--- config.mk ---
export PLATFORM = sky130hd
export DESIGN_NAME = priority_round_robin_thread_scheduler
export DESIGN_NICKNAME = d
export VERILOG_FILES = /design/src/rtl/core/prrts_pkg.sv /design/src/rtl/core/priority_round_robin_thread_scheduler.sv
export SDC_FILE = /design/constraint.sdc
export NUM_CORES = 1
export LEC_CHECK = 0
export ABC_AREA = 1
export ABC_CLOCK_PERIOD_IN_PS = 2150
export BUFFER_PORTS_ARGS = -buffer_cell sky130_fd_sc_hd__buf_2
export CORE_ASPECT_RATIO = 0.9
export CORE_UTILIZATION = 40
export DETAILED_ROUTE_END_ITERATION = 8
export SETUP_SLACK_MARGIN = 0.05
export SKIP_LAST_GASP = 1
export SLEW_MARGIN = 10
export SYNTH_ARGS = -nofsm -noshare
export SYNTH_HDL_FRONTEND = slang
export SYNTH_SLANG_ARGS = --single-unit
export TNS_END_PERCENT = 100
--- constraint.sdc ---
create_clock -name clk -period 2.15 [get_ports clk]
set_input_delay 0.215 -clock clk [delete_from_list [all_inputs] [get_ports clk]]
set_output_delay 0.215 -clock clk [all_outputs]
set_load 0.1 [all_outputs]
--- src/rtl/core/prrts_pkg.sv ---
// Shared types and constants for the priority round-robin thread scheduler.
package prrts_pkg;

  // Default number of thread slots in the table.
  localparam int unsigned THREAD_SLOTS_DEF = 16;

  // Slot state codes; the fourth code is never written.
  typedef enum logic [1:0] {
    SLOT_FREE     = 2'd0,
    SLOT_RUNNABLE = 2'd1,
    SLOT_RUNNING  = 2'd2
  } slot_state_t;

  // Result status codes.
  typedef enum logic [2:0] {
    STATUS_CREATED  = 3'd0,
    STATUS_FULL     = 3'd1,
    STATUS_SWITCHED = 3'd2,
    STATUS_KEPT     = 3'd3,
    STATUS_DEADLOCK = 3'd4
  } status_t;

  // Request kinds.
  typedef enum logic {
    REQ_CREATE   = 1'b0,
    REQ_SCHEDULE = 1'b1
  } req_t;

  // What happens to the current slot on a schedule request.
  typedef enum logic {
    LEAVE_YIELD = 1'b0,
    LEAVE_EXIT  = 1'b1
  } leave_t;

  // Sequencer states.
  typedef enum logic [2:0] {
    FSM_IDLE   = 3'd0,
    FSM_SCAN   = 3'd1,
    FSM_WR_CUR = 3'd2,
    FSM_WR_SEL = 3'd3,
    FSM_RESP   = 3'd4
  } fsm_t;

endpackage

--- src/rtl/core/priority_round_robin_thread_scheduler.sv ---
// Thread slot table with a priority scheduler that breaks ties round robin.
//
//  Channel  Direction  Ports                       Contents
//  request  in         s_tvalid s_tready           s_tuser: req_type
//                      s_tdata s_tuser             s_tdata: priority_req, leaving_state
//  result   out        m_tvalid m_tready m_tdata   m_tdata: status, slot
//
// A request scans the whole table through one read port, one slot per cycle.
// After the scan a create writes the free slot it found, if any, then the result;
// a schedule first writes back the current slot, then the slot it picked, if any.
// Reset takes effect at once: per-slot valid bits make unwritten slots read
// as their reset value, so no clearing pass is needed.
// A result that is not taken holds the block in its last step; a new request is
// accepted as soon as the result sits in the output register.
module priority_round_robin_thread_scheduler
  import prrts_pkg::*;
#(
  parameter int unsigned THREAD_SLOTS = THREAD_SLOTS_DEF
) (
  input  logic        clk,
  input  logic        rst,
  input  logic        s_tvalid,
  output logic        s_tready,
  input  logic [15:0] s_tdata,   // [7:0] priority_req, [8] leaving_state, rest zero
  input  logic [0:0]  s_tuser,   // [0] req_type
  output logic        m_tvalid,
  input  logic        m_tready,
  output logic [7:0]  m_tdata    // [2:0] status, [6:3] slot, [7] zero
);

  localparam int unsigned IDX_W = $clog2(THREAD_SLOTS);
  localparam int unsigned CNT_W = $clog2(THREAD_SLOTS + 1);
  localparam logic [IDX_W-1:0] LAST_IDX = IDX_W'(THREAD_SLOTS - 1);
  localparam logic [CNT_W-1:0] SCAN_LEN = CNT_W'(THREAD_SLOTS);

  fsm_t fsm, fsm_next;

  // Slot table storage and its valid bits.
  slot_state_t state_mem [THREAD_SLOTS];
  logic [7:0]  prio_mem  [THREAD_SLOTS];
  logic [THREAD_SLOTS-1:0] entry_valid;

  // Captured request.
  req_t       req;
  logic [7:0] prio_new;
  leave_t     leaving;

  // Scan control and read pipeline.
  logic [IDX_W-1:0] current, rd_addr, rd_idx, best, start_addr;
  logic [CNT_W-1:0] cnt;
  logic             rd_vld, rd_ok, found, issue, eval, out_free;
  slot_state_t      rd_state, ent_state, cur_state, cur_after, cur_new;
  logic [7:0]       rd_prio, ent_prio, cur_prio, best_prio;

  // Write port.
  logic             mem_we;
  logic [IDX_W-1:0] wr_addr;
  slot_state_t      wr_state;
  logic [7:0]       wr_prio;

  // Result.
  status_t    res_status, m_status;
  logic [3:0] res_slot, m_slot;

  assign m_tdata  = {1'b0, m_slot, m_status};
  assign out_free = !m_tvalid || m_tready;
  assign issue    = (fsm == FSM_SCAN) && (cnt != SCAN_LEN);
  assign eval     = (fsm == FSM_SCAN) && rd_vld;

  // A create scans from slot zero; a schedule starts just after the current slot
  // so that the current slot is seen last.
  always_comb begin
    if (req_t'(s_tuser[0]) == REQ_CREATE) begin
      start_addr = '0;
    end else if (current == LAST_IDX) begin
      start_addr = '0;
    end else begin
      start_addr = current + 1'b1;
    end
  end

  // Slots never written read as their reset value.
  always_comb begin
    if (rd_ok) begin
      ent_state = rd_state;
      ent_prio  = rd_prio;
    end else begin
      ent_state = (rd_idx == '0) ? SLOT_RUNNING : SLOT_FREE;
      ent_prio  = '0;
    end
  end

  // Retirement of the current slot and the state it is finally written with.
  always_comb begin
    if (cur_state == SLOT_RUNNING) begin
      cur_after = (leaving == LEAVE_EXIT) ? SLOT_FREE : SLOT_RUNNABLE;
    end else begin
      cur_after = cur_state;
    end
    if (!found && cur_after == SLOT_RUNNABLE) begin
      cur_new = SLOT_RUNNING;
    end else begin
      cur_new = cur_after;
    end
  end

  // Result selection.
  always_comb begin
    res_status = STATUS_DEADLOCK;
    res_slot   = '0;
    if (req == REQ_CREATE) begin
      if (found) begin
        res_status = STATUS_CREATED;
        res_slot   = 4'(best);
      end else begin
        res_status = STATUS_FULL;
      end
    end else if (found) begin
      res_status = STATUS_SWITCHED;
      res_slot   = 4'(best);
    end else if (cur_after == SLOT_RUNNABLE) begin
      res_status = STATUS_KEPT;
      res_slot   = 4'(current);
    end
  end

  // Next state.
  always_comb begin
    fsm_next = fsm;
    unique case (fsm)
      FSM_IDLE: begin
        if (s_tvalid) fsm_next = FSM_SCAN;
      end
      FSM_SCAN: begin
        if (cnt == SCAN_LEN) begin
          fsm_next = (req == REQ_SCHEDULE) ? FSM_WR_CUR : FSM_WR_SEL;
        end
      end
      FSM_WR_CUR: fsm_next = FSM_WR_SEL;
      FSM_WR_SEL: fsm_next = FSM_RESP;
      FSM_RESP: begin
        if (out_free) fsm_next = FSM_IDLE;
      end
      default: fsm_next = FSM_IDLE;
    endcase
  end

  // Sequencer outputs: handshake and table write port.
  always_comb begin
    s_tready = 1'b0;
    mem_we   = 1'b0;
    wr_addr  = best;
    wr_state = SLOT_RUNNING;
    wr_prio  = best_prio;
    unique case (fsm)
      FSM_IDLE: s_tready = 1'b1;
      FSM_SCAN: ;
      FSM_WR_CUR: begin
        mem_we   = 1'b1;
        wr_addr  = current;
        wr_state = cur_new;
        wr_prio  = cur_prio;
      end
      FSM_WR_SEL: begin
        mem_we = found;
        if (req == REQ_CREATE) begin
          wr_state = SLOT_RUNNABLE;
          wr_prio  = prio_new;
        end
      end
      FSM_RESP: ;
      default: ;
    endcase
  end

  // Table memory: one write and one registered read per cycle.
  always_ff @(posedge clk) begin
    if (mem_we) begin
      state_mem[wr_addr] <= wr_state;
      prio_mem[wr_addr]  <= wr_prio;
    end
    if (issue) begin
      rd_state <= state_mem[rd_addr];
      rd_prio  <= prio_mem[rd_addr];
      rd_ok    <= entry_valid[rd_addr];
      rd_idx   <= rd_addr;
    end
  end

  // Valid bits mark slots that have been written since reset.
  always_ff @(posedge clk) begin
    if (rst) begin
      entry_valid <= '0;
    end else if (mem_we) begin
      entry_valid[wr_addr] <= 1'b1;
    end
  end

  // Captured request fields.
  always_ff @(posedge clk) begin
    if (s_tvalid && s_tready) begin
      req      <= req_t'(s_tuser[0]);
      prio_new <= s_tdata[7:0];
      leaving  <= leave_t'(s_tdata[8]);
    end
  end

  // Scan evaluation: first free slot for create; for schedule the best runnable
  // other slot, while the current slot, seen last, is captured for retirement.
  always_ff @(posedge clk) begin
    if (eval) begin
      if (req == REQ_CREATE) begin
        if (!found && ent_state == SLOT_FREE) best <= rd_idx;
      end else if (rd_idx == current) begin
        cur_state <= ent_state;
        cur_prio  <= ent_prio;
      end else if (ent_state == SLOT_RUNNABLE && (!found || ent_prio < best_prio)) begin
        best      <= rd_idx;
        best_prio <= ent_prio;
      end
    end
  end

  // Control registers.
  always_ff @(posedge clk) begin
    if (rst) begin
      fsm     <= FSM_IDLE;
      current <= '0;
      cnt     <= '0;
      rd_addr <= '0;
      rd_vld  <= 1'b0;
      found   <= 1'b0;
    end else begin
      fsm    <= fsm_next;
      rd_vld <= issue;
      if (s_tvalid && s_tready) begin
        cnt     <= '0;
        rd_addr <= start_addr;
        found   <= 1'b0;
      end
      if (issue) begin
        cnt     <= cnt + 1'b1;
        rd_addr <= (rd_addr == LAST_IDX) ? '0 : rd_addr + 1'b1;
      end
      if (eval) begin
        if (req == REQ_CREATE) begin
          if (ent_state == SLOT_FREE) found <= 1'b1;
        end else if (rd_idx != current && ent_state == SLOT_RUNNABLE) begin
          found <= 1'b1;
        end
      end
      if (fsm == FSM_WR_SEL && req == REQ_SCHEDULE && found) begin
        current <= best;
      end
    end
  end

  // Output register.
  always_ff @(posedge clk) begin
    if (rst) begin
      m_tvalid <= 1'b0;
    end else if (fsm == FSM_RESP && out_free) begin
      m_tvalid <= 1'b1;
    end else if (m_tready) begin
      m_tvalid <= 1'b0;
    end
  end

  always_ff @(posedge clk) begin
    if (fsm == FSM_RESP && out_free) begin
      m_status <= res_status;
      m_slot   <= res_slot;
    end
  end

  // A transfer in starts a scan, so the block is busy in the next cycle.
  a_busy_after_accept: assert property (@(posedge clk) disable iff (rst)
    (s_tvalid && s_tready) |=> !s_tready)
    else $error("request accepted while a scan should be running");

  // The slot picked by a schedule is never the current slot.
  a_pick_other: assert property (@(posedge clk) disable iff (rst)
    (fsm == FSM_WR_CUR && found) |-> (best != current))
    else $error("schedule picked the current slot as another thread");

  // A deadlock result reports slot zero.
  a_deadlock_slot: assert property (@(posedge clk) disable iff (rst)
    (m_tvalid && m_status == STATUS_DEADLOCK) |-> (m_slot == 4'd0))
    else $error("deadlock result with a nonzero slot");

  // A scan never issues more reads than the table has slots.
  a_scan_bound: assert property (@(posedge clk) disable iff (rst)
    (fsm == FSM_SCAN) |-> (cnt <= SCAN_LEN))
    else $error("scan counter ran past the table");

endmodule
==> results.toml <==
[timing]
setup-tns-final_ps = 0
fmax_ghz = 0.506
rsz0062_at_grt = "true"
clock_skew_ps = 17.4
finalMaxSlewViolations = 0
period_needed_ps = 1980
hold_viol = 0
finalSetupViolations = 0
finalCritPeriodShare = 0.920

[grt]
antenna_found_initial = 0
grt_pass1_vias = 6524
grt_max_degree = 67
grt_pass1_wl_um = 35500
grt_overflow = 0
grtUsageTotal = 0.174

[route]
drt_iter0_markers = 509
viasPerCell = 5.06
vias = 6657
postRouteAntennaNets = 0
drc_errors = 0
routedWlPerCell_um = 17.0
wl_um = 22400
first_pass_iters = 5

[cts]
cts.path.max_buffers = 3
cts-buffers-inserted = 27
cts_tree = "yes"
insertion_delay_ps = 520
cts.sinks = 249
postCtsSetupRepairBufs = 0
htreeDepth = 1
path_clk_slew_ps = 60
clockRootBuffer = "clkbuf_16"

[final_layout]
fillers = 2206
drive_gt1_frac = 0.172
synthToLayoutAreaGrowth_pct = 19.8
final_util = 0.488
final_nets = 985

[setup_path]
cpMaxStageDelayCell = "edfxtp_1"
crit_arrival_ps = 2210
worstPathRequired_ps = 2380
slowest_delay_ps = 510
start_kind = "register"
crit_path_frequent_cell = "nand2_1"
path_delay_family = "simple AND/OR/NAND/NOR gates"
crit_type = "register to register"
cp_max_fo = 8
endpoint_kind = "register"
path_buf_inv = 2
crit_chain = "nand2_1 -> inv_2 -> ha_4 -> a21oi_2 -> nor2_1 -> nor3_2 -> nand2_1 -> nand2_1 -> nand2_2 -> nor2_2 -> buf_6"

[pwr]
p_leak_nw = 4.43
powerDensity_mw_per_mm2 = 1030
vdd_drop_max_uv = 537
p_total_mw = 12.6

[status]
status = "complete, no violations"

[logic_synthesis]
synth_top_flop_cell = "edfxtp_1"
async_flop_share = 0
synth-seq-cells = 249
syn_area_per_cell_um2 = 11.6
synth-seq-area-share = 0.697
netlist_instances = 885
synth_edf_count = 214
synthDistinctLibCells = 36
ys_warn_count = 0
synth.net_count = 917
mappedNetlistArea_mm2 = 0.0102

[floorplanning]
start_util = 0.407
fp.dieH_um = 154
die_area_mm2 = 0.0262
die_x_um = 171
placementRows = 55
ios = 31
core_mm2 = 0.0251

[placed_design]
portBuffers = 22
globalplace.congestion = 0.756
hpwl_um = 14400

[job]
cap_viol_max_count = 0

[min_path]
worst_hold_path_type = "primary input to register"
-- metrics by stage --
step / cell area (um2) / hold slack [ps] / cells / setup slack [ps]
floorplan: 10200 / 314 / 885 / 50.6
global placement: 11200 / 397 / 1255 / 88.4
detailed placement: 11200 / 395 / 1255 / 77.6
CTS: 12100 / 116 / 1315 / 56.3
global route: 12300 / 168 / 1315 / 47.7
finish: 12300 / 132 / 1316 / 173
-- power by group --
| part | internal (mW) | leakage (nW) | switching [mW] | total [mW] |
|---|---|---|---|---|
| clock network | 2.66 | 0.432 | 1.82 | 4.48 |
| logic | 0.757 | 1.77 | 1.70 | 2.46 |
| registers | 5.59 | 2.23 | 0.101 | 5.69 |
-- synthesized netlist by cell type (all sizes together), types with 2 or more instances --
master  number  area [um2]
xor2         7        61.3
buf         11        61.3
nor2       120         503
dfxtp       35         701
nor3         5        30.0
o311a        2        20.0
a31oi        4        25.0
clkbuf      32         120
o21ai      105         548
edfxtp     214        6430
a21oi       40         204
nand2      110         425
clkinv       3        11.3
o22ai       28         175
nand3       37         185
inv         87         327
o221ai      17         149
ha          11         138
o211ai      12        90.1
-- registers in the layout, indices dropped and copies added (netlist names), 4 cells and up --
signal	count
rd_prio	8
state_mem	32
best	4
prio_new	8
cur_prio	8
prio_mem	128
rd_idx	4
best_prio	8
entry_valid	16
m_slot	4
rd_addr	4
current	4
cnt	5
-- final cells by class --
class / instances / area, um2 / share of cell area
Sequential cell: 249 / 7130 / 0.582
Clock buffer: 32 / 694 / 0.0567
Timing Repair Buffer: 82 / 792 / 0.0646
Inverter: 90 / 338 / 0.0276
Antenna cell: 1 / 2.50 / 0.000204
Tap cell: 342 / 428 / 0.0349
Multi-Input combinational cell: 503 / 2710 / 0.221
Clock inverter: 17 / 165 / 0.0135
-- tightest hold or removal path, cell delays in order --
cell and delay (ps):
buf_2 90, inv_1 140, o311a_1 170
-- kinds of logic after synthesis --
group | count (synthesis) | synth area share
AND/OR/NAND/NOR | 274 | 0.113
flip-flops | 249 | 0.697
AO/OA/AOI/OAI | 210 | 0.120
buffers and inverters | 133 | 0.0507
adder cells (fa/ha/maj) | 11 | 0.0135
XOR/XNOR | 7 | 0.00599
other | 1 | 0.000366
-- cells in the final DEF, fill, tap and decap left out, drive strengths merged, types with 3 or more instances in the layout --
cell         instances
a21oi               40
a31oi                4
buf                 71
bufinv               3
clkbuf              32
clkinv              17
dfxtp               35
dlygate4sd3         11
edfxtp             214
ha                  11
inv                 87
nand2              110
nand3               37
nor2               120
nor3                 5
o211ai              12
o21ai              105
o221ai              17
o22ai               28
xor2                 7
-- worst paths after layout --
path	from	end	slack, ps	cells after the start
worst max-delay path	rd_ok	best_prio[6]	170	11
worst min register to register	entry_valid[11]	entry_valid[11]	440	2
worst min-delay path	rst	cnt[3]	130	3
worst max register to register	rd_ok	best_prio[6]	170	11
-- metal layers --
layer,track usage,wire (um)
met1,0.250,10900
met2,0.277,10200
met3,0.0257,969
met4,0.0412,342
met5,0,0
-- timing repair --
item                                    CTS  global route
resized for setup                         0            24
hold buffers                             11             0
endpoints found under the setup margin    0           142
endpoints found under the hold margin    12             0
Note: power is estimated with default switching activity, not from simulation.
